--- src/rscp_pkg.sv ---
package rscp_pkg;

    localparam int FRAME_LIMIT = 64;
    localparam int POS_W       = $clog2(FRAME_LIMIT + 2);
    localparam int CHAR_W      = 8;
    localparam int SPD_W       = 16;
    localparam int EVENT_W     = 4;
    localparam int CFG_IDX_W   = 8;

    // register indexes of the configuration port
    localparam logic [CFG_IDX_W-1:0] REG_CODE_ECHO      = 8'd0;
    localparam logic [CFG_IDX_W-1:0] REG_CODE_STATUS    = 8'd1;
    localparam logic [CFG_IDX_W-1:0] REG_CODE_SET_MOTOR = 8'd2;
    localparam logic [CFG_IDX_W-1:0] REG_CODE_SET_AUTO  = 8'd3;

    typedef enum logic [EVENT_W-1:0] {
        EV_NONE      = 4'd0,
        EV_ECHO      = 4'd1,
        EV_STATUS    = 4'd2,
        EV_SET_MOTOR = 4'd3,
        EV_SET_AUTO  = 4'd4,
        EV_UNKNOWN   = 4'd5,
        EV_BINARY    = 4'd6,
        EV_KILL      = 4'd7,
        EV_STOP      = 4'd8,
        EV_FWD       = 4'd9,
        EV_BACK      = 4'd10,
        EV_LEFT      = 4'd11,
        EV_RIGHT     = 4'd12
    } t_event;

    typedef enum logic [3:0] {
        OP_NONE      = 4'd0,
        OP_KILL      = 4'd1,
        OP_STOP      = 4'd2,
        OP_FWD       = 4'd3,
        OP_BACK      = 4'd4,
        OP_LEFT      = 4'd5,
        OP_RIGHT     = 4'd6,
        OP_SET_MOTOR = 4'd7,
        OP_SET_AUTO  = 4'd8
    } t_drive_op;

    // bit 0 right, bit 1 left, bit 2 mode
    typedef struct packed {
        t_drive_op               op;
        logic signed [SPD_W-1:0] right;
        logic signed [SPD_W-1:0] left;
        logic signed [SPD_W-1:0] mode;
        logic [2:0]              present;
    } t_drive_cmd;

endpackage

--- src/rscp_if.sv ---
interface rscp_byte_if;
    import rscp_pkg::*;
    logic              valid;
    logic              ready;
    logic [CHAR_W-1:0] rx_byte;

    modport source (output valid, output rx_byte, input ready);
    modport sink   (input valid, input rx_byte, output ready);
endinterface

interface rscp_res_if;
    import rscp_pkg::*;
    logic                    valid;
    logic                    ready;
    logic signed [SPD_W-1:0] speed_right;
    logic signed [SPD_W-1:0] speed_left;
    logic signed [SPD_W-1:0] auto_mode;
    logic                    stopped;
    logic [EVENT_W-1:0]      event_res;

    modport source (output valid, output speed_right, output speed_left, output auto_mode,
                    output stopped, output event_res, input ready);
    modport sink   (input valid, input speed_right, input speed_left, input auto_mode,
                    input stopped, input event_res, output ready);
endinterface

interface rscp_cfg_if;
    import rscp_pkg::*;
    logic                 valid;
    logic                 ready;
    logic [CFG_IDX_W-1:0] index;
    logic [CHAR_W-1:0]    data;

    modport source (output valid, output index, output data, input ready);
    modport sink   (input valid, input index, input data, output ready);
endinterface

--- src/robot_serial_command_parser.sv ---
// Serial command parser for a small drive base. One received byte is taken per clock and
// answered by exactly one result item in the next cycle: the drive state after that byte
// (right and left speed, mode, stop flag) and an event code. The result sits in an output
// register; a new byte is accepted whenever that register is empty or is being taken in the
// same cycle, so a steady stream runs at one byte per clock. Frames open with "<@ " (text)
// or "<! " (binary); text frames close on '>' and are dispatched on their command character,
// binary frames close on the byte after the position reaches the length byte. Outside a
// frame, single keys act on the drive at once. The four command characters are written
// through the configuration port, which is always ready; write it only while the block is idle.
module robot_serial_command_parser (
    input  logic               i_clk,
    input  logic               i_rst_n,
    rscp_byte_if.sink          i_rx,
    rscp_res_if.source         o_res,
    rscp_cfg_if.sink           i_cfg
);
    import rscp_pkg::*;

    typedef enum logic [2:0] {
        PH_LEAD  = 3'b001,
        PH_DIGIT = 3'b010,
        PH_HALT  = 3'b100
    } t_phase;

    localparam logic [CHAR_W-1:0] CH_LT    = 8'h3C;
    localparam logic [CHAR_W-1:0] CH_GT    = 8'h3E;
    localparam logic [CHAR_W-1:0] CH_AT    = 8'h40;
    localparam logic [CHAR_W-1:0] CH_BANG  = 8'h21;
    localparam logic [CHAR_W-1:0] CH_SP    = 8'h20;
    localparam logic [CHAR_W-1:0] CH_PLUS  = 8'h2B;
    localparam logic [CHAR_W-1:0] CH_MINUS = 8'h2D;
    localparam logic [CHAR_W-1:0] CH_0     = 8'h30;
    localparam logic [CHAR_W-1:0] CH_9     = 8'h39;
    localparam logic [CHAR_W-1:0] CH_TAB   = 8'h09;
    localparam logic [CHAR_W-1:0] CH_CR    = 8'h0D;
    localparam logic [CHAR_W-1:0] KEY_KILL  = 8'h6B;
    localparam logic [CHAR_W-1:0] KEY_STOP  = 8'h76;
    localparam logic [CHAR_W-1:0] KEY_FWD   = 8'h77;
    localparam logic [CHAR_W-1:0] KEY_BACK  = 8'h73;
    localparam logic [CHAR_W-1:0] KEY_LEFT  = 8'h61;
    localparam logic [CHAR_W-1:0] KEY_RIGHT = 8'h64;

    localparam int               ACC_W   = SPD_W;
    localparam int               PROD_W  = ACC_W + 4;
    localparam logic [ACC_W-1:0] ACC_SAT = 16'd32768;
    localparam logic [ACC_W-1:0] POS_MAX = 16'd32767;
    localparam logic [2:0]       TOK_MAX = 3'd7;
    localparam logic [2:0]       TOK_RIGHT = 3'd2;
    localparam logic [2:0]       TOK_LEFT  = 3'd3;
    localparam logic [2:0]       TOK_MODE  = 3'd4;

    // configuration
    logic [CHAR_W-1:0] r_code_echo, r_code_status, r_code_motor, r_code_auto;

    // framing and token state
    logic [POS_W-1:0]        r_pos, n_pos;
    logic                    r_bin, n_bin;
    logic [CHAR_W-1:0]       r_cmd, n_cmd;
    logic [2:0]              r_tok, n_tok;
    logic                    r_in_tok, n_in_tok;
    logic [ACC_W-1:0]        r_acc, n_acc;
    logic                    r_neg, n_neg;
    t_phase                  r_phase, n_phase;
    logic signed [SPD_W-1:0] r_pend_r, n_pend_r;
    logic signed [SPD_W-1:0] r_pend_l, n_pend_l;
    logic signed [SPD_W-1:0] r_pend_m, n_pend_m;
    logic [2:0]              r_pv, n_pv;

    // result slot
    logic                    r_out_valid;
    t_event                  r_event, n_event;

    logic                    in_rdy, in_acc;
    logic [CHAR_W-1:0]       c;
    t_drive_op               op;
    t_drive_cmd              drv_cmd;

    // token close preview
    logic signed [SPD_W-1:0] cl_val;
    logic [2:0]              cl_idx;
    logic signed [SPD_W-1:0] cl_r, cl_l, cl_m;
    logic [2:0]              cl_pv;

    // token feed preview
    logic [2:0]              f_tok;
    logic [ACC_W-1:0]        f_acc;
    logic                    f_neg;
    t_phase                  f_phase;
    logic [ACC_W-1:0]        st_acc;
    logic                    st_neg;
    t_phase                  st_phase;
    logic                    is_ws, is_sign, is_digit, do_digit;
    logic [PROD_W-1:0]       prod;

    assign c      = i_rx.rx_byte;
    assign in_rdy = !r_out_valid || o_res.ready;
    assign in_acc = i_rx.valid && in_rdy;

    assign i_rx.ready  = in_rdy;
    assign i_cfg.ready = 1'b1;

    always_ff @(posedge i_clk) begin
        if (!i_rst_n) begin
            r_code_echo   <= 8'h45;
            r_code_status <= 8'h53;
            r_code_motor  <= 8'h4D;
            r_code_auto   <= 8'h41;
        end else if (i_cfg.valid) begin
            unique case (i_cfg.index)
                REG_CODE_ECHO:      r_code_echo   <= i_cfg.data;
                REG_CODE_STATUS:    r_code_status <= i_cfg.data;
                REG_CODE_SET_MOTOR: r_code_motor  <= i_cfg.data;
                REG_CODE_SET_AUTO:  r_code_auto   <= i_cfg.data;
                default: begin
                end
            endcase
        end
    end

    // close the open token into its pending slot
    always_comb begin
        cl_val = r_neg ? SPD_W'(~r_acc + 1'b1)
                       : ((r_acc > POS_MAX) ? POS_MAX : r_acc);
        cl_idx = r_tok - 3'd1;
        cl_r   = r_pend_r;
        cl_l   = r_pend_l;
        cl_m   = r_pend_m;
        cl_pv  = r_pv;
        if (r_in_tok) begin
            if (cl_idx == TOK_RIGHT) begin
                cl_r     = cl_val;
                cl_pv[0] = 1'b1;
            end else if (cl_idx == TOK_LEFT) begin
                cl_l     = cl_val;
                cl_pv[1] = 1'b1;
            end else if (cl_idx == TOK_MODE) begin
                cl_m     = cl_val;
                cl_pv[2] = 1'b1;
            end
        end
    end

    // feed one character into the number being read
    always_comb begin
        is_ws    = (c >= CH_TAB) && (c <= CH_CR);
        is_sign  = (c == CH_PLUS) || (c == CH_MINUS);
        is_digit = (c >= CH_0) && (c <= CH_9);
        if (!r_in_tok) begin
            st_acc   = '0;
            st_neg   = 1'b0;
            st_phase = PH_LEAD;
            f_tok    = (r_tok < TOK_MAX) ? r_tok + 3'd1 : r_tok;
        end else begin
            st_acc   = r_acc;
            st_neg   = r_neg;
            st_phase = r_phase;
            f_tok    = r_tok;
        end
        f_acc    = st_acc;
        f_neg    = st_neg;
        f_phase  = st_phase;
        do_digit = (st_phase == PH_DIGIT) || ((st_phase == PH_LEAD) && !is_ws && !is_sign);
        prod     = PROD_W'(st_acc) * PROD_W'(10) + PROD_W'(c - CH_0);
        if ((st_phase == PH_LEAD) && is_sign) begin
            f_neg   = (c == CH_MINUS);
            f_phase = PH_DIGIT;
        end else if (do_digit) begin
            if (is_digit) begin
                f_phase = PH_DIGIT;
                f_acc   = (prod > PROD_W'(ACC_SAT)) ? ACC_SAT : ACC_W'(prod);
            end else begin
                f_phase = PH_HALT;
            end
        end
    end

    always_comb begin
        n_pos    = r_pos;
        n_bin    = r_bin;
        n_cmd    = r_cmd;
        n_tok    = r_tok;
        n_in_tok = r_in_tok;
        n_acc    = r_acc;
        n_neg    = r_neg;
        n_phase  = r_phase;
        n_pend_r = r_pend_r;
        n_pend_l = r_pend_l;
        n_pend_m = r_pend_m;
        n_pv     = r_pv;
        n_event  = EV_NONE;
        op       = OP_NONE;
        priority if (r_pos == '0 && c == CH_LT) begin
            n_pos = POS_W'(1);
        end else if (r_pos == POS_W'(1)) begin
            if (c == CH_AT || c == CH_BANG) begin
                n_bin = (c == CH_BANG);
                n_pos = POS_W'(2);
            end else begin
                n_pos = '0;
                n_bin = 1'b0;
                n_cmd = '0;
            end
        end else if (r_pos == POS_W'(2)) begin
            if (c == CH_SP) begin
                n_pos    = POS_W'(3);
                n_tok    = 3'd1;
                n_in_tok = 1'b0;
                n_pv     = '0;
                n_acc    = '0;
                n_neg    = 1'b0;
                n_phase  = PH_LEAD;
            end else begin
                n_pos = '0;
                n_bin = 1'b0;
                n_cmd = '0;
            end
        end else if (r_pos > POS_W'(FRAME_LIMIT)) begin
            // overflow: drop the frame, a '<' reopens one
            n_pos = (c == CH_LT) ? POS_W'(1) : '0;
            n_bin = 1'b0;
            n_cmd = '0;
        end else if (r_pos > POS_W'(2)) begin
            if (!r_bin && c == CH_GT) begin
                n_in_tok = 1'b0;
                n_pend_r = cl_r;
                n_pend_l = cl_l;
                n_pend_m = cl_m;
                n_pv     = cl_pv;
                priority if (r_pos == POS_W'(3)) begin
                    n_event = EV_UNKNOWN;
                end else if (r_cmd == r_code_echo) begin
                    n_event = EV_ECHO;
                end else if (r_cmd == r_code_status) begin
                    n_event = EV_STATUS;
                end else if (r_cmd == r_code_motor) begin
                    n_event = EV_SET_MOTOR;
                    op      = OP_SET_MOTOR;
                end else if (r_cmd == r_code_auto) begin
                    n_event = EV_SET_AUTO;
                    op      = OP_SET_AUTO;
                end else begin
                    n_event = EV_UNKNOWN;
                end
                n_pos = '0;
                n_bin = 1'b0;
                n_cmd = '0;
            end else if (r_bin && r_pos > POS_W'(3)
                         && (9'(r_pos) == 9'(r_cmd))) begin
                n_event = EV_BINARY;
                n_pos   = '0;
                n_bin   = 1'b0;
                n_cmd   = '0;
            end else begin
                if (r_pos == POS_W'(3)) begin
                    n_cmd = c;
                end
                if (!r_bin) begin
                    if (c == CH_SP) begin
                        n_in_tok = 1'b0;
                        n_pend_r = cl_r;
                        n_pend_l = cl_l;
                        n_pend_m = cl_m;
                        n_pv     = cl_pv;
                    end else begin
                        n_in_tok = 1'b1;
                        n_tok    = f_tok;
                        n_acc    = f_acc;
                        n_neg    = f_neg;
                        n_phase  = f_phase;
                    end
                end
                n_pos = POS_W'(r_pos + 1'b1);
            end
        end else begin
            unique case (c)
                KEY_KILL: begin
                    n_event = EV_KILL;
                    op      = OP_KILL;
                end
                KEY_STOP: begin
                    n_event = EV_STOP;
                    op      = OP_STOP;
                end
                KEY_FWD: begin
                    n_event = EV_FWD;
                    op      = OP_FWD;
                end
                KEY_BACK: begin
                    n_event = EV_BACK;
                    op      = OP_BACK;
                end
                KEY_LEFT: begin
                    n_event = EV_LEFT;
                    op      = OP_LEFT;
                end
                KEY_RIGHT: begin
                    n_event = EV_RIGHT;
                    op      = OP_RIGHT;
                end
                default: begin
                end
            endcase
        end
    end

    always_ff @(posedge i_clk) begin
        if (!i_rst_n) begin
            r_pos       <= '0;
            r_bin       <= 1'b0;
            r_cmd       <= '0;
            r_tok       <= '0;
            r_in_tok    <= 1'b0;
            r_acc       <= '0;
            r_neg       <= 1'b0;
            r_phase     <= PH_LEAD;
            r_pv        <= '0;
            r_event     <= EV_NONE;
            r_out_valid <= 1'b0;
        end else begin
            if (in_acc) begin
                r_pos    <= n_pos;
                r_bin    <= n_bin;
                r_cmd    <= n_cmd;
                r_tok    <= n_tok;
                r_in_tok <= n_in_tok;
                r_acc    <= n_acc;
                r_neg    <= n_neg;
                r_phase  <= n_phase;
                r_pv     <= n_pv;
                r_event  <= n_event;
            end
            if (in_acc) begin
                r_out_valid <= 1'b1;
            end else if (o_res.ready) begin
                r_out_valid <= 1'b0;
            end
        end
    end

    always_ff @(posedge i_clk) begin
        if (!i_rst_n) begin
            r_pend_r <= '0;
            r_pend_l <= '0;
            r_pend_m <= '0;
        end else if (in_acc) begin
            r_pend_r <= n_pend_r;
            r_pend_l <= n_pend_l;
            r_pend_m <= n_pend_m;
        end
    end

    // drive state changes only with an accepted item, so it doubles as the result payload
    always_comb begin
        drv_cmd.op      = in_acc ? op : OP_NONE;
        drv_cmd.right   = cl_r;
        drv_cmd.left    = cl_l;
        drv_cmd.mode    = cl_m;
        drv_cmd.present = cl_pv;
    end

    rscp_drive u_drive (
        .i_clk         (i_clk),
        .i_rst_n       (i_rst_n),
        .i_cmd         (drv_cmd),
        .o_speed_right (o_res.speed_right),
        .o_speed_left  (o_res.speed_left),
        .o_mode        (o_res.auto_mode),
        .o_stopped     (o_res.stopped)
    );

    assign o_res.valid     = r_out_valid;
    assign o_res.event_res = r_event;

    a_pos_bound: assert property (@(posedge i_clk) disable iff (!i_rst_n)
        r_pos <= POS_W'(FRAME_LIMIT + 1))
        else $error("frame position past overflow mark");

    a_tok_open: assert property (@(posedge i_clk) disable iff (!i_rst_n)
        r_in_tok |-> (r_tok != 3'd0))
        else $error("token open without a token count");

    a_accept_result: assert property (@(posedge i_clk) disable iff (!i_rst_n)
        in_acc |=> r_out_valid)
        else $error("accepted item left no result");

    a_frame_end: assert property (@(posedge i_clk) disable iff (!i_rst_n)
        (in_acc && (n_event == EV_ECHO || n_event == EV_STATUS || n_event == EV_SET_MOTOR
                    || n_event == EV_SET_AUTO || n_event == EV_UNKNOWN
                    || n_event == EV_BINARY)) |=> (r_pos == '0))
        else $error("frame not closed after dispatch");

    a_key_idle: assert property (@(posedge i_clk) disable iff (!i_rst_n)
        (in_acc && op != OP_NONE && op != OP_SET_MOTOR && op != OP_SET_AUTO)
        |-> (r_pos == '0))
        else $error("single key acted inside a frame");

endmodule

--- src/rscp_drive.sv ---
module rscp_drive (
    input  logic                             i_clk,
    input  logic                             i_rst_n,
    input  rscp_pkg::t_drive_cmd             i_cmd,
    output logic signed [rscp_pkg::SPD_W-1:0] o_speed_right,
    output logic signed [rscp_pkg::SPD_W-1:0] o_speed_left,
    output logic signed [rscp_pkg::SPD_W-1:0] o_mode,
    output logic                             o_stopped
);
    import rscp_pkg::*;

    localparam logic signed [SPD_W-1:0] STEP     = 16'sd25;
    localparam logic signed [SPD_W-1:0] STEP_LIM = 16'sd231;
    localparam logic signed [SPD_W-1:0] SPD_MAX  = 16'sd255;
    localparam logic signed [SPD_W-1:0] MODE_ON  = 16'sd1;
    localparam logic signed [SPD_W-1:0] MODE_OFF = 16'sd0;
    localparam logic signed [SPD_W-1:0] MODE_DEAD = -16'sd1;

    logic signed [SPD_W-1:0] r_right, n_right;
    logic signed [SPD_W-1:0] r_left, n_left;
    logic signed [SPD_W-1:0] r_mode, n_mode;
    logic                    r_stop, n_stop;
    logic signed [SPD_W-1:0] eq_right, eq_left;

    // stepping starts from equal sides when one of them is zero
    always_comb begin
        eq_right = r_right;
        eq_left  = r_left;
        if (r_left == '0) begin
            eq_left = r_right;
        end else if (r_right == '0) begin
            eq_right = r_left;
        end
    end

    always_comb begin
        n_right = r_right;
        n_left  = r_left;
        n_mode  = r_mode;
        n_stop  = r_stop;
        unique case (i_cmd.op)
            OP_KILL: begin
                n_mode  = MODE_DEAD;
                n_stop  = 1'b1;
                n_right = '0;
                n_left  = '0;
            end
            OP_STOP: begin
                n_stop = !r_stop;
            end
            OP_FWD: begin
                n_right = (eq_right < STEP_LIM) ? eq_right + STEP : SPD_MAX;
                n_left  = (eq_left < STEP_LIM) ? eq_left + STEP : SPD_MAX;
            end
            OP_BACK: begin
                n_right = (eq_right > -STEP_LIM) ? eq_right - STEP : -SPD_MAX;
                n_left  = (eq_left > -STEP_LIM) ? eq_left - STEP : -SPD_MAX;
            end
            OP_LEFT: begin
                n_left = '0;
            end
            OP_RIGHT: begin
                n_right = '0;
            end
            OP_SET_MOTOR: begin
                if (i_cmd.present[0]) n_right = i_cmd.right;
                if (i_cmd.present[1]) n_left  = i_cmd.left;
                if (i_cmd.present[2]) n_mode  = i_cmd.mode;
            end
            OP_SET_AUTO: begin
                if (i_cmd.present[0]) n_right = i_cmd.right;
                if (i_cmd.present[1]) n_left  = i_cmd.left;
                n_mode = (r_mode == MODE_ON) ? MODE_OFF : MODE_ON;
            end
            default: begin
            end
        endcase
    end

    always_ff @(posedge i_clk) begin
        if (!i_rst_n) begin
            r_right <= '0;
            r_left  <= '0;
            r_mode  <= '0;
            r_stop  <= 1'b0;
        end else begin
            r_right <= n_right;
            r_left  <= n_left;
            r_mode  <= n_mode;
            r_stop  <= n_stop;
        end
    end

    assign o_speed_right = r_right;
    assign o_speed_left  = r_left;
    assign o_mode        = r_mode;
    assign o_stopped     = r_stop;

endmodule
--- src/flat_wrapper.sv ---
// flat-port wrapper written by rule: the top's interface ports become plain ports
module robot_serial_command_parser_flat import rscp_pkg::*;
  (i_clk, i_rst_n, i_rx_valid, i_rx_rx_byte, i_rx_ready, o_res_valid, o_res_speed_right, o_res_speed_left, o_res_auto_mode, o_res_stopped, o_res_event_res, o_res_ready, i_cfg_valid, i_cfg_index, i_cfg_data, i_cfg_ready);
  rscp_byte_if i_rx_i ();
  rscp_res_if o_res_i ();
  rscp_cfg_if i_cfg_i ();
  input  logic i_clk;
  input  logic i_rst_n;
  input wire logic [$bits(i_rx_i.valid)-1:0] i_rx_valid;
  input wire logic [$bits(i_rx_i.rx_byte)-1:0] i_rx_rx_byte;
  output wire logic [$bits(i_rx_i.ready)-1:0] i_rx_ready;
  output wire logic [$bits(o_res_i.valid)-1:0] o_res_valid;
  output wire logic [$bits(o_res_i.speed_right)-1:0] o_res_speed_right;
  output wire logic [$bits(o_res_i.speed_left)-1:0] o_res_speed_left;
  output wire logic [$bits(o_res_i.auto_mode)-1:0] o_res_auto_mode;
  output wire logic [$bits(o_res_i.stopped)-1:0] o_res_stopped;
  output wire logic [$bits(o_res_i.event_res)-1:0] o_res_event_res;
  input wire logic [$bits(o_res_i.ready)-1:0] o_res_ready;
  input wire logic [$bits(i_cfg_i.valid)-1:0] i_cfg_valid;
  input wire logic [$bits(i_cfg_i.index)-1:0] i_cfg_index;
  input wire logic [$bits(i_cfg_i.data)-1:0] i_cfg_data;
  output wire logic [$bits(i_cfg_i.ready)-1:0] i_cfg_ready;
  assign i_rx_i.valid = i_rx_valid;
  assign i_rx_i.rx_byte = i_rx_rx_byte;
  assign i_rx_ready = i_rx_i.ready;
  assign o_res_valid = o_res_i.valid;
  assign o_res_speed_right = o_res_i.speed_right;
  assign o_res_speed_left = o_res_i.speed_left;
  assign o_res_auto_mode = o_res_i.auto_mode;
  assign o_res_stopped = o_res_i.stopped;
  assign o_res_event_res = o_res_i.event_res;
  assign o_res_i.ready = o_res_ready;
  assign i_cfg_i.valid = i_cfg_valid;
  assign i_cfg_i.index = i_cfg_index;
  assign i_cfg_i.data = i_cfg_data;
  assign i_cfg_ready = i_cfg_i.ready;
  robot_serial_command_parser u_core (.i_clk(i_clk), .i_rst_n(i_rst_n), .i_rx(i_rx_i), .o_res(o_res_i), .i_cfg(i_cfg_i));
endmodule
--- config.mk ---
export PLATFORM = sky130hd
export DESIGN_NAME = robot_serial_command_parser_flat
export DESIGN_NICKNAME = d
export VERILOG_FILES = /design/src/rscp_pkg.sv /design/src/rscp_if.sv /design/src/robot_serial_command_parser.sv /design/src/rscp_drive.sv /design/src/flat_wrapper.sv
export SDC_FILE = /design/constraint.sdc
export NUM_CORES = 1
export LEC_CHECK = 0
export ABC_AREA = 0
export CAP_MARGIN = 40
export CORE_ASPECT_RATIO = 1.25
export CORE_MARGIN = 1
export CORE_UTILIZATION = 66
export CTS_CLUSTER_DIAMETER = 120
export DETAILED_ROUTE_END_ITERATION = 10
export DONT_BUFFER_PORTS = 1
export PLACE_DENSITY = 0.85
export SLEW_MARGIN = 25
export SYNTH_ARGS = -nofsm -noshare
export SYNTH_HDL_FRONTEND = slang
export SYNTH_HIERARCHICAL = 1
export SYNTH_SLANG_ARGS = --single-unit
--- constraint.sdc ---
create_clock -name i_clk -period 6.62 [get_ports i_clk]
set_input_delay 0.662 -clock i_clk [delete_from_list [all_inputs] [get_ports i_clk]]
set_output_delay 0.662 -clock i_clk [all_outputs]
set_load 0.02 [all_outputs]
Yosys cells after proc, flatten, opt, wreduce, memory -nomap -nowiden
Cells that the tools add are included.
{"block": "word_totals", "elab_cells": 320, "register_bits": 177, "out_inout_bits": 56, "input_bits": 29}
{"block": "op_classes", "muxes": 158, "multipliers": 1, "eq_ne": 57, "reduce_logical": 53, "bitwise_logic": 5, "n_lt_le_gt_ge": 14, "add_sub_neg": 10}
{"cell": "$mux 16", "n": 46}
{"cell": "$pmux 16 s4", "n": 2}
{"cell": "$mux 3", "n": 31}
{"cell": "$mux 4", "n": 22}
{"cell": "$mux 8", "n": 9}
{"cell": "$eq 8x7->1 const B", "n": 7}
{"cell": "$mux 7", "n": 7}
{"cell": "$eq 8x6->1 const B", "n": 6}
{"cell": "$pmux 16 s3", "n": 1}
{"cell": "$mux 1", "n": 34}
{"cell": "$add 16x6->16 const B", "n": 2}
{"cell": "$eq 8x8->1", "n": 4}
{"cell": "$gt 16x9->1 const B", "n": 2}
{"cell": "$logic_not 16->1", "n": 2}
{"cell": "$lt 16x9->1 const B", "n": 2}
{"cell": "$sub 16x6->16 const B", "n": 2}
{"cell": "$pmux 4 s6", "n": 1}
{"cell": "$add 20x20->20", "n": 1}
{"cell": "$gt 20x16->1 const B", "n": 1}
{"cell": "$mul 16x3->19 const B", "n": 1}
{"cell": "$pmux 3 s6", "n": 1}
{"cell": "$reduce_and 9->1", "n": 2}
{"cell": "$add 16x1->16 const B", "n": 1}
{"cell": "$eq 16x2->1 const B", "n": 1}
{"cell": "55 further kinds", "n": 110}

Depth between registers and ports, before layout
{"block": "logic_depth", "ltp_word": 17, "ltp_mapped": 25, "depth_no_buf": 21}

Hierarchy
Netlist, hierarchy kept.
{"mod": "robot_serial_command_parser", "cells_per_inst": 1155, "area_per_inst_um2": 9201.3, "instances": 1, "seq_area_each_um2": 2562.5}
{"mod": "rscp_drive", "cells_per_inst": 604, "area_per_inst_um2": 4461.8, "instances": 1, "seq_area_each_um2": 980.9}

Least setup slack after synthesis
OpenSTA, ideal clock, no wires.
{"block": "synth_path", "path_type": "reg-to-reg", "startpoint": "register u_core.r_in_tok", "endpoint": "register u_core.r_acc[15]", "required_ns": 6.497, "slack_ns": 1.577, "arrival_time_ns": 4.920, "period_less_slack_ns": 5.043, "setup_ns": 0.123, "path_stages_with_launch": 26, "n_path_buf": 5, "path_cell_list": "dfxtp_1 -> clkbuf_1 -> clkbuf_1 -> clkbuf_1 -> and3_1 -> ha_1 -> fa_1 -> a21o_1 -> a21oi_1 -> nor2b_1 -> o21a_1 -> o22ai_1 -> inv_1 -> a21oi_1 -> xnor2_1 -> ha_1 -> nand2_1 -> a21boi_1 -> o211a_1 -> a221oi_1 -> a21oi_1 -> or3_1 -> clkbuf_1 -> clkbuf_1 -> nor4bb_1 -> o21ai_1"}
{"block": "synth_via", "elab_chain_cells": 15, "word_cells_on_any_way": 22, "cone_classes": "1 x add/sub; 1 x mul; 1 x order compare; 2 x eq/ne; 13 x mux; 4 x reduce/logical"}
{"item": "from (decl)", "line": "robot_serial_command_parser.sv:60", "source": "logic r_in_tok, n_in_tok;"}
{"item": "from (signal assigned)", "line": "robot_serial_command_parser.sv:325", "source": "r_in_tok <= n_in_tok;"}
{"item": "$mux 16", "line": "robot_serial_command_parser.sv:148", "source": "if (!r_in_tok) begin"}
{"item": "$mul 16x3->19", "line": "robot_serial_command_parser.sv:163", "source": "prod = PROD_W'(st_acc) * PROD_W'(10) + PROD_W'(c - CH_0);"}
{"item": "$add 20x20->20", "line": "robot_serial_command_parser.sv:163"}
{"item": "$gt 20x16->1", "line": "robot_serial_command_parser.sv:170", "source": "f_acc = (prod > PROD_W'(ACC_SAT)) ? ACC_SAT : ACC_W'(prod);"}
{"item": "$mux 16", "line": "robot_serial_command_parser.sv:170"}
{"item": "$mux 16", "line": "robot_serial_command_parser.sv:168", "source": "if (is_digit) begin"}
{"item": "$mux 16", "line": "robot_serial_command_parser.sv:167", "source": "end else if (do_digit) begin"}
{"item": "$mux 16 (*)", "line": "robot_serial_command_parser.sv:164", "source": "if ((st_phase == PH_LEAD) && is_sign) begin"}
{"item": "$mux 16 (*)", "line": "robot_serial_command_parser.sv:258", "source": "if (c == CH_SP) begin"}
{"item": "$mux 16 (*)", "line": "robot_serial_command_parser.sv:257", "source": "if (!r_bin) begin"}
{"item": "$mux 16 (*)", "line": "robot_serial_command_parser.sv:247", "source": "end else if (r_bin && r_pos > POS_W'(3)"}
{"item": "$mux 16 (*)", "line": "robot_serial_command_parser.sv:223", "source": "if (!r_bin && c == CH_GT) begin"}
{"item": "$mux 16 (*)", "line": "robot_serial_command_parser.sv:222", "source": "end else if (r_pos > POS_W'(2)) begin"}
{"item": "$mux 16 (*)", "line": "robot_serial_command_parser.sv:217", "source": "end else if (r_pos > POS_W'(FRAME_LIMIT)) begin"}
{"item": "$mux 16 (*)", "line": "robot_serial_command_parser.sv:203", "source": "end else if (r_pos == POS_W'(2)) begin"}
{"item": "to (signal assigned)", "line": "robot_serial_command_parser.sv:326", "source": "r_acc <= n_acc;"}
{"item": "to (decl)", "line": "robot_serial_command_parser.sv:61", "source": "logic [ACC_W-1:0] r_acc, n_acc;"}
Every way passes the cells marked *; elsewhere a longest branch is shown, timed or not. The select of a mux whose other input is x is not followed.
A chain may end at the register's enable or synchronous reset.

Worst setup path after layout
{"block": "layout_path", "startpoint": "register u_core.r_acc[3]", "endpoint": "register u_core.r_acc[9]"}
{"block": "layout_via", "elab_chain_cells": 15}
{"item": "$mux 16 (*)", "line": "robot_serial_command_parser.sv:148"}
{"item": "$mul 16x3->19 (*)", "line": "robot_serial_command_parser.sv:163"}
{"item": "$add 20x20->20 (*)", "line": "robot_serial_command_parser.sv:163"}
{"item": "$gt 20x16->1", "line": "robot_serial_command_parser.sv:170"}
{"item": "$mux 16 (*)", "line": "robot_serial_command_parser.sv:170"}
{"item": "$mux 16 (*)", "line": "robot_serial_command_parser.sv:168"}
{"item": "$mux 16 (*)", "line": "robot_serial_command_parser.sv:167"}
{"item": "$mux 16 (*)", "line": "robot_serial_command_parser.sv:164"}
{"item": "$mux 16 (*)", "line": "robot_serial_command_parser.sv:258"}
{"item": "$mux 16 (*)", "line": "robot_serial_command_parser.sv:257"}
{"item": "$mux 16 (*)", "line": "robot_serial_command_parser.sv:247"}
{"item": "$mux 16 (*)", "line": "robot_serial_command_parser.sv:223"}
{"item": "$mux 16 (*)", "line": "robot_serial_command_parser.sv:222"}
{"item": "$mux 16 (*)", "line": "robot_serial_command_parser.sv:217"}
{"item": "$mux 16 (*)", "line": "robot_serial_command_parser.sv:203"}
Marks and branches as above.

==> results.sh <==
export IMPL_post_cts_resized_instances=0
export IMPL_reg2regPathDepth=21
export IMPL_synth_sequential_area_ratio_pct=25.9
export IMPL_crit_path_top_delay_cell="sky130_fd_sc_hd__or3_1"
export IMPL_die_height_um=163
export IMPL_cts_hold_buf=0
export IMPL_drc_markers=0
export IMPL_area_growth_synth_to_final_pct=4.88
export IMPL_pin_count=85
export IMPL_worstReg2RegEnd="u_core/r_acc[9]"
export IMPL_placed_cell_area_sq_um=13700
export IMPL_crit_path_max_fanout=16
export IMPL_synthDominantAreaCellType="sky130_fd_sc_hd__dfxtp_1"
export IMPL_p_seq_share_pct=45.7
export IMPL_synth_lib_cells_used_distinct=101
export IMPL_worst_min_delay_path_startpoint="i_rst_n"
export IMPL_postSynthNetCount=1846
export IMPL_synthDominantCellAreaShare_pct=25.9
export IMPL_start_util_pct=67.7
export IMPL_cts_sinks=177
export IMPL_gr_usage_all_layers_pct=38.2
export IMPL_power_leakage_nw=6.00
export IMPL_clk_latency_ns=0.44
export IMPL_clock_power_share_pct=45.9
export IMPL_hpwlAfterDp_mm=29.7
export IMPL_setup_viol=0
export IMPL_ys_ff_latch=177
export IMPL_worst_setup_hold_path_clk_slew_ns=0.07
export IMPL_cts_setup_buffers=0
export IMPL_detail_route_first_pass_iterations=7
export IMPL_core_area_sq_um=20200
export IMPL_postSynth_topFlopCell="sky130_fd_sc_hd__dfxtp_1"
export IMPL_slowest_delay_ns=0.59
export IMPL_syn_area_per_cell_sq_um=7.77
export IMPL_worst_setup_path_type="flip-flop to flip-flop"
export IMPL_critical_path_most_common_cell="sky130_fd_sc_hd__a21oi_1"
export IMPL_most_common_library_cell_in_the_layout_ignoring_fill_and_taps="sky130_fd_sc_hd__nand2_1"
export IMPL_antenna_found_initial=0
export IMPL_placementRows=58
export IMPL_drive_above_1_share_pct=8.58
export IMPL_cts_root_buf="sky130_fd_sc_hd__clkbuf_16"
export IMPL_grt_pass1_wl_mm=64.1
export IMPL_antenna_diode_count=0
export IMPL_numPortBuffers=0
export IMPL_worst_slew_margin_rel_pct=38.1
export IMPL_cp_end_kind="flip-flop"
export IMPL_worstMarginPinSlew_ns=0.916
export IMPL_holdWs_ns=0.328
export IMPL_fmaxAchievable_mhz=184
export IMPL_final_area_sq_um=14300
export IMPL_first_global_vias=12600
export IMPL_power_switching_share_pct=25.6
export IMPL_power_per_cell_area_nw_per_um2=165
export IMPL_placement_setup_worst_slack_ns=1.24
export IMPL_synthCells=1759
export IMPL_htreeDepth=4
export IMPL_finalWeightedCongestion=1.01
export IMPL_min_path_cells=1
export IMPL_n_fill_cell=1634
export IMPL_worst_clock_skew_ns=0.0122
export IMPL_yosys_warning_total=6
export IMPL_timing_final_max_slew_violations=0
export IMPL_drt_vias_per_instance=6.78
export IMPL_cts_buffers_inserted=17
export IMPL_grt_max_degree=86
export IMPL_power_net_switching_mw=0.605
export IMPL_timing_critical_path_from_type="flip-flop"
export IMPL_final_setup_worst_slack_ns=1.17
export IMPL_fin_setup_tns_ns=0
export IMPL_nNetsFinal=1776
export IMPL_cts_tree="done"
export IMPL_clk_path_buf_depth=2
export IMPL_timing_hold_violations_final=0
export IMPL_globalRoute_totalOverflow=0
export IMPL_route_antenna_remaining_nets=0
export IMPL_run_status="complete, no violations"
export IMPL_layout_cells_most_common_list="187 x sky130_fd_sc_hd__nand2_1, 177 x sky130_fd_sc_hd__dfxtp_1, 176 x sky130_fd_sc_hd__nor2_1, 119 x sky130_fd_sc_hd__a21oi_1, 115 x sky130_fd_sc_hd__o21ai_0"
export IMPL_worst_ep_required_time_ns=6.95
export IMPL_wl_per_cell_um=20.7
export IMPL_grt_setup_unrepaired="false"
export IMPL_reg2reg_from="u_core/r_acc[3]"
export IMPL_path_cells="xnor2_1, nor2_1, ha_1, fa_1, a21o_1, a21oi_1, nor2b_1, o21a_1, o22ai_1, inv_1, a21oi_1, xnor2_1, ha_1, nand2_1, a21boi_1, o211a_1, a221oi_1, a21oi_1, or3_1, or3_1, o31ai_1"
export IMPL_maxCapViolations=0
export IMPL_synth_area_sq_um=13700
export IMPL_async_reset_ff_share_pct=0
export IMPL_dr_total_vias=13400
export IMPL_largest_cells_by_area_after_synthesis="sky130_fd_sc_hd__dfxtp_1 26%, sky130_fd_sc_hd__ha_1 5.2%, sky130_fd_sc_hd__nand2_1 5.1%, sky130_fd_sc_hd__mux2i_1 5.0%, sky130_fd_sc_hd__nor2_1 4.8%"
export IMPL_hold_class="input port to flip-flop"
export IMPL_edff_count_synth=0
export IMPL_die_area_sq_um=21300
export IMPL_min_period_ns=5.45
export IMPL_period_share_pct=82.3
export IMPL_max_vdd_ir_drop_v=0.000176
export IMPL_min_delay_worst_endpoint="u_core/r_code_status[0]"
export IMPL_combinationalPowerShare_pct=8.4
export IMPL_worst_ep_arrival_time_ns=5.78
export IMPL_p_int_mw=1.76
export IMPL_drt_iter0_drc=1307
export IMPL_timing_reg2reg_setup_slack_ns=1.17
export IMPL_routed_wirelength_mm=40.7
export IMPL_die_width_um=131
[worst max-delay path: cells and delay by family (launching register included)]
family / cells / cell delay [ns]
buffers and inverters: 1 / 0.07
AOI/OAI and AO/OA: 10 / 2.12
DFF: 1 / 0.53
and+or+nand+nor: 5 / 1.34
adders and majority gates: 3 / 0.98
xor gates and xnor gates: 2 / 0.30
[stage by stage]
stage / power [mW] / cells / util, %
finish: 2.36 / 1972 / 71.0
global route: 2.42 / 1972 / 71.0
CTS: 2.35 / 1971 / 71.0
detailed placement: 1.29 / 1939 / 67.9
global placement: 1.29 / 1934 / 67.7
floorplan: 1.26 / 1759 / -
[worst max-delay path by stage]
stage | startpoint | end | slack (ns)
2_1_floorplan | u_core/r_in_tok | u_core/r_acc[15] | 1.58
4_1_cts | u_core/r_acc[3] | u_core/r_acc[8] | 1.21
3_5_place_dp | u_core/r_acc[3] | u_core/r_acc[8] | 1.24
3_3_place_gp | u_core/r_acc[3] | u_core/r_acc[3] | 1.41
5_1_grt | u_core/r_acc[3] | u_core/r_acc[8] | 0.64
6_report | u_core/r_acc[3] | u_core/r_acc[9] | 1.17
[area by class of cell]
cell class / count / area (sq um) / share of cell area [%]
inverter: 39 / 146 / 1.02
tap: 270 / 338 / 2.36
timing repair buffer: 26 / 201 / 1.41
clock inverter: 12 / 168 / 1.17
multi-input combinational: 1428 / 9480 / 66.1
clock buffer: 20 / 457 / 3.19
sequential: 177 / 3540 / 24.7
[synth_stat cells, types with 22 or more instances]
cell	instances
sky130_fd_sc_hd__a21oi_1	119
sky130_fd_sc_hd__a31oi_1	65
sky130_fd_sc_hd__and3_1	26
sky130_fd_sc_hd__buf_2	26
sky130_fd_sc_hd__clkbuf_1	71
sky130_fd_sc_hd__dfxtp_1	177
sky130_fd_sc_hd__ha_1	57
sky130_fd_sc_hd__inv_1	35
sky130_fd_sc_hd__mux2_2	28
sky130_fd_sc_hd__mux2i_1	68
sky130_fd_sc_hd__nand2_1	187
sky130_fd_sc_hd__nand2b_1	22
sky130_fd_sc_hd__nand3_1	39
sky130_fd_sc_hd__nor2_1	176
sky130_fd_sc_hd__nor3_1	37
sky130_fd_sc_hd__nor4_1	23
sky130_fd_sc_hd__o21ai_0	115
sky130_fd_sc_hd__xnor2_1	63
sky130_fd_sc_hd__xor2_1	69
[layer usage]
layer	wire length [um]	up-vias	GRT usage, %
met5	0	-	0
met3	2890	186	6.54
met2	19900	684	65.8
li1	-	6265	-
met1	15400	6239	42.6
met4	2560	0	25.9
[power by group through the flow]
stage	clock network, mW	registers, mW	logic (mW)
6_report	1.08	1.08	0.199
4_1_cts	1.08	1.08	0.191
3_5_place_dp	0	1.10	0.190
2_1_floorplan	0	1.10	0.163
5_1_grt	1.13	1.08	0.212
3_3_place_gp	0	1.10	0.187
[cells by family (layout without fill, tap and decap cells)]
logic type	count (synthesis)	in the layout	share of synthesized area, %
buf+inv	154	97	4.84
compound gates	499	499	24.1
other cells	1	1	0.0274
simple gates	640	640	23.7
fa+ha+maj	58	58	5.37
flops	177	177	25.9
xor+xnor	133	133	8.64
mux	97	97	7.40
[flip-flops by register name (all words and copies together), names as in the netlist, 3 cells and up]
signal                        cells
u_core/r_code_motor               8
u_core/r_tok                      3
u_core/r_pv                       3
u_core/o_res.event_res            4
u_core/u_drive/o_speed_left      16
u_core/r_code_status              8
u_core/r_acc                     16
u_core/r_pend_m                  16
u_core/r_code_auto                8
u_core/r_code_echo                8
u_core/r_pos                      7
u_core/u_drive/o_speed_right     16
u_core/r_pend_r                  16
u_core/r_pend_l                  16
u_core/u_drive/o_mode            16
u_core/r_cmd                      8
u_core/r_phase                    3
Note: power is estimated with default switching activity, not from simulation.
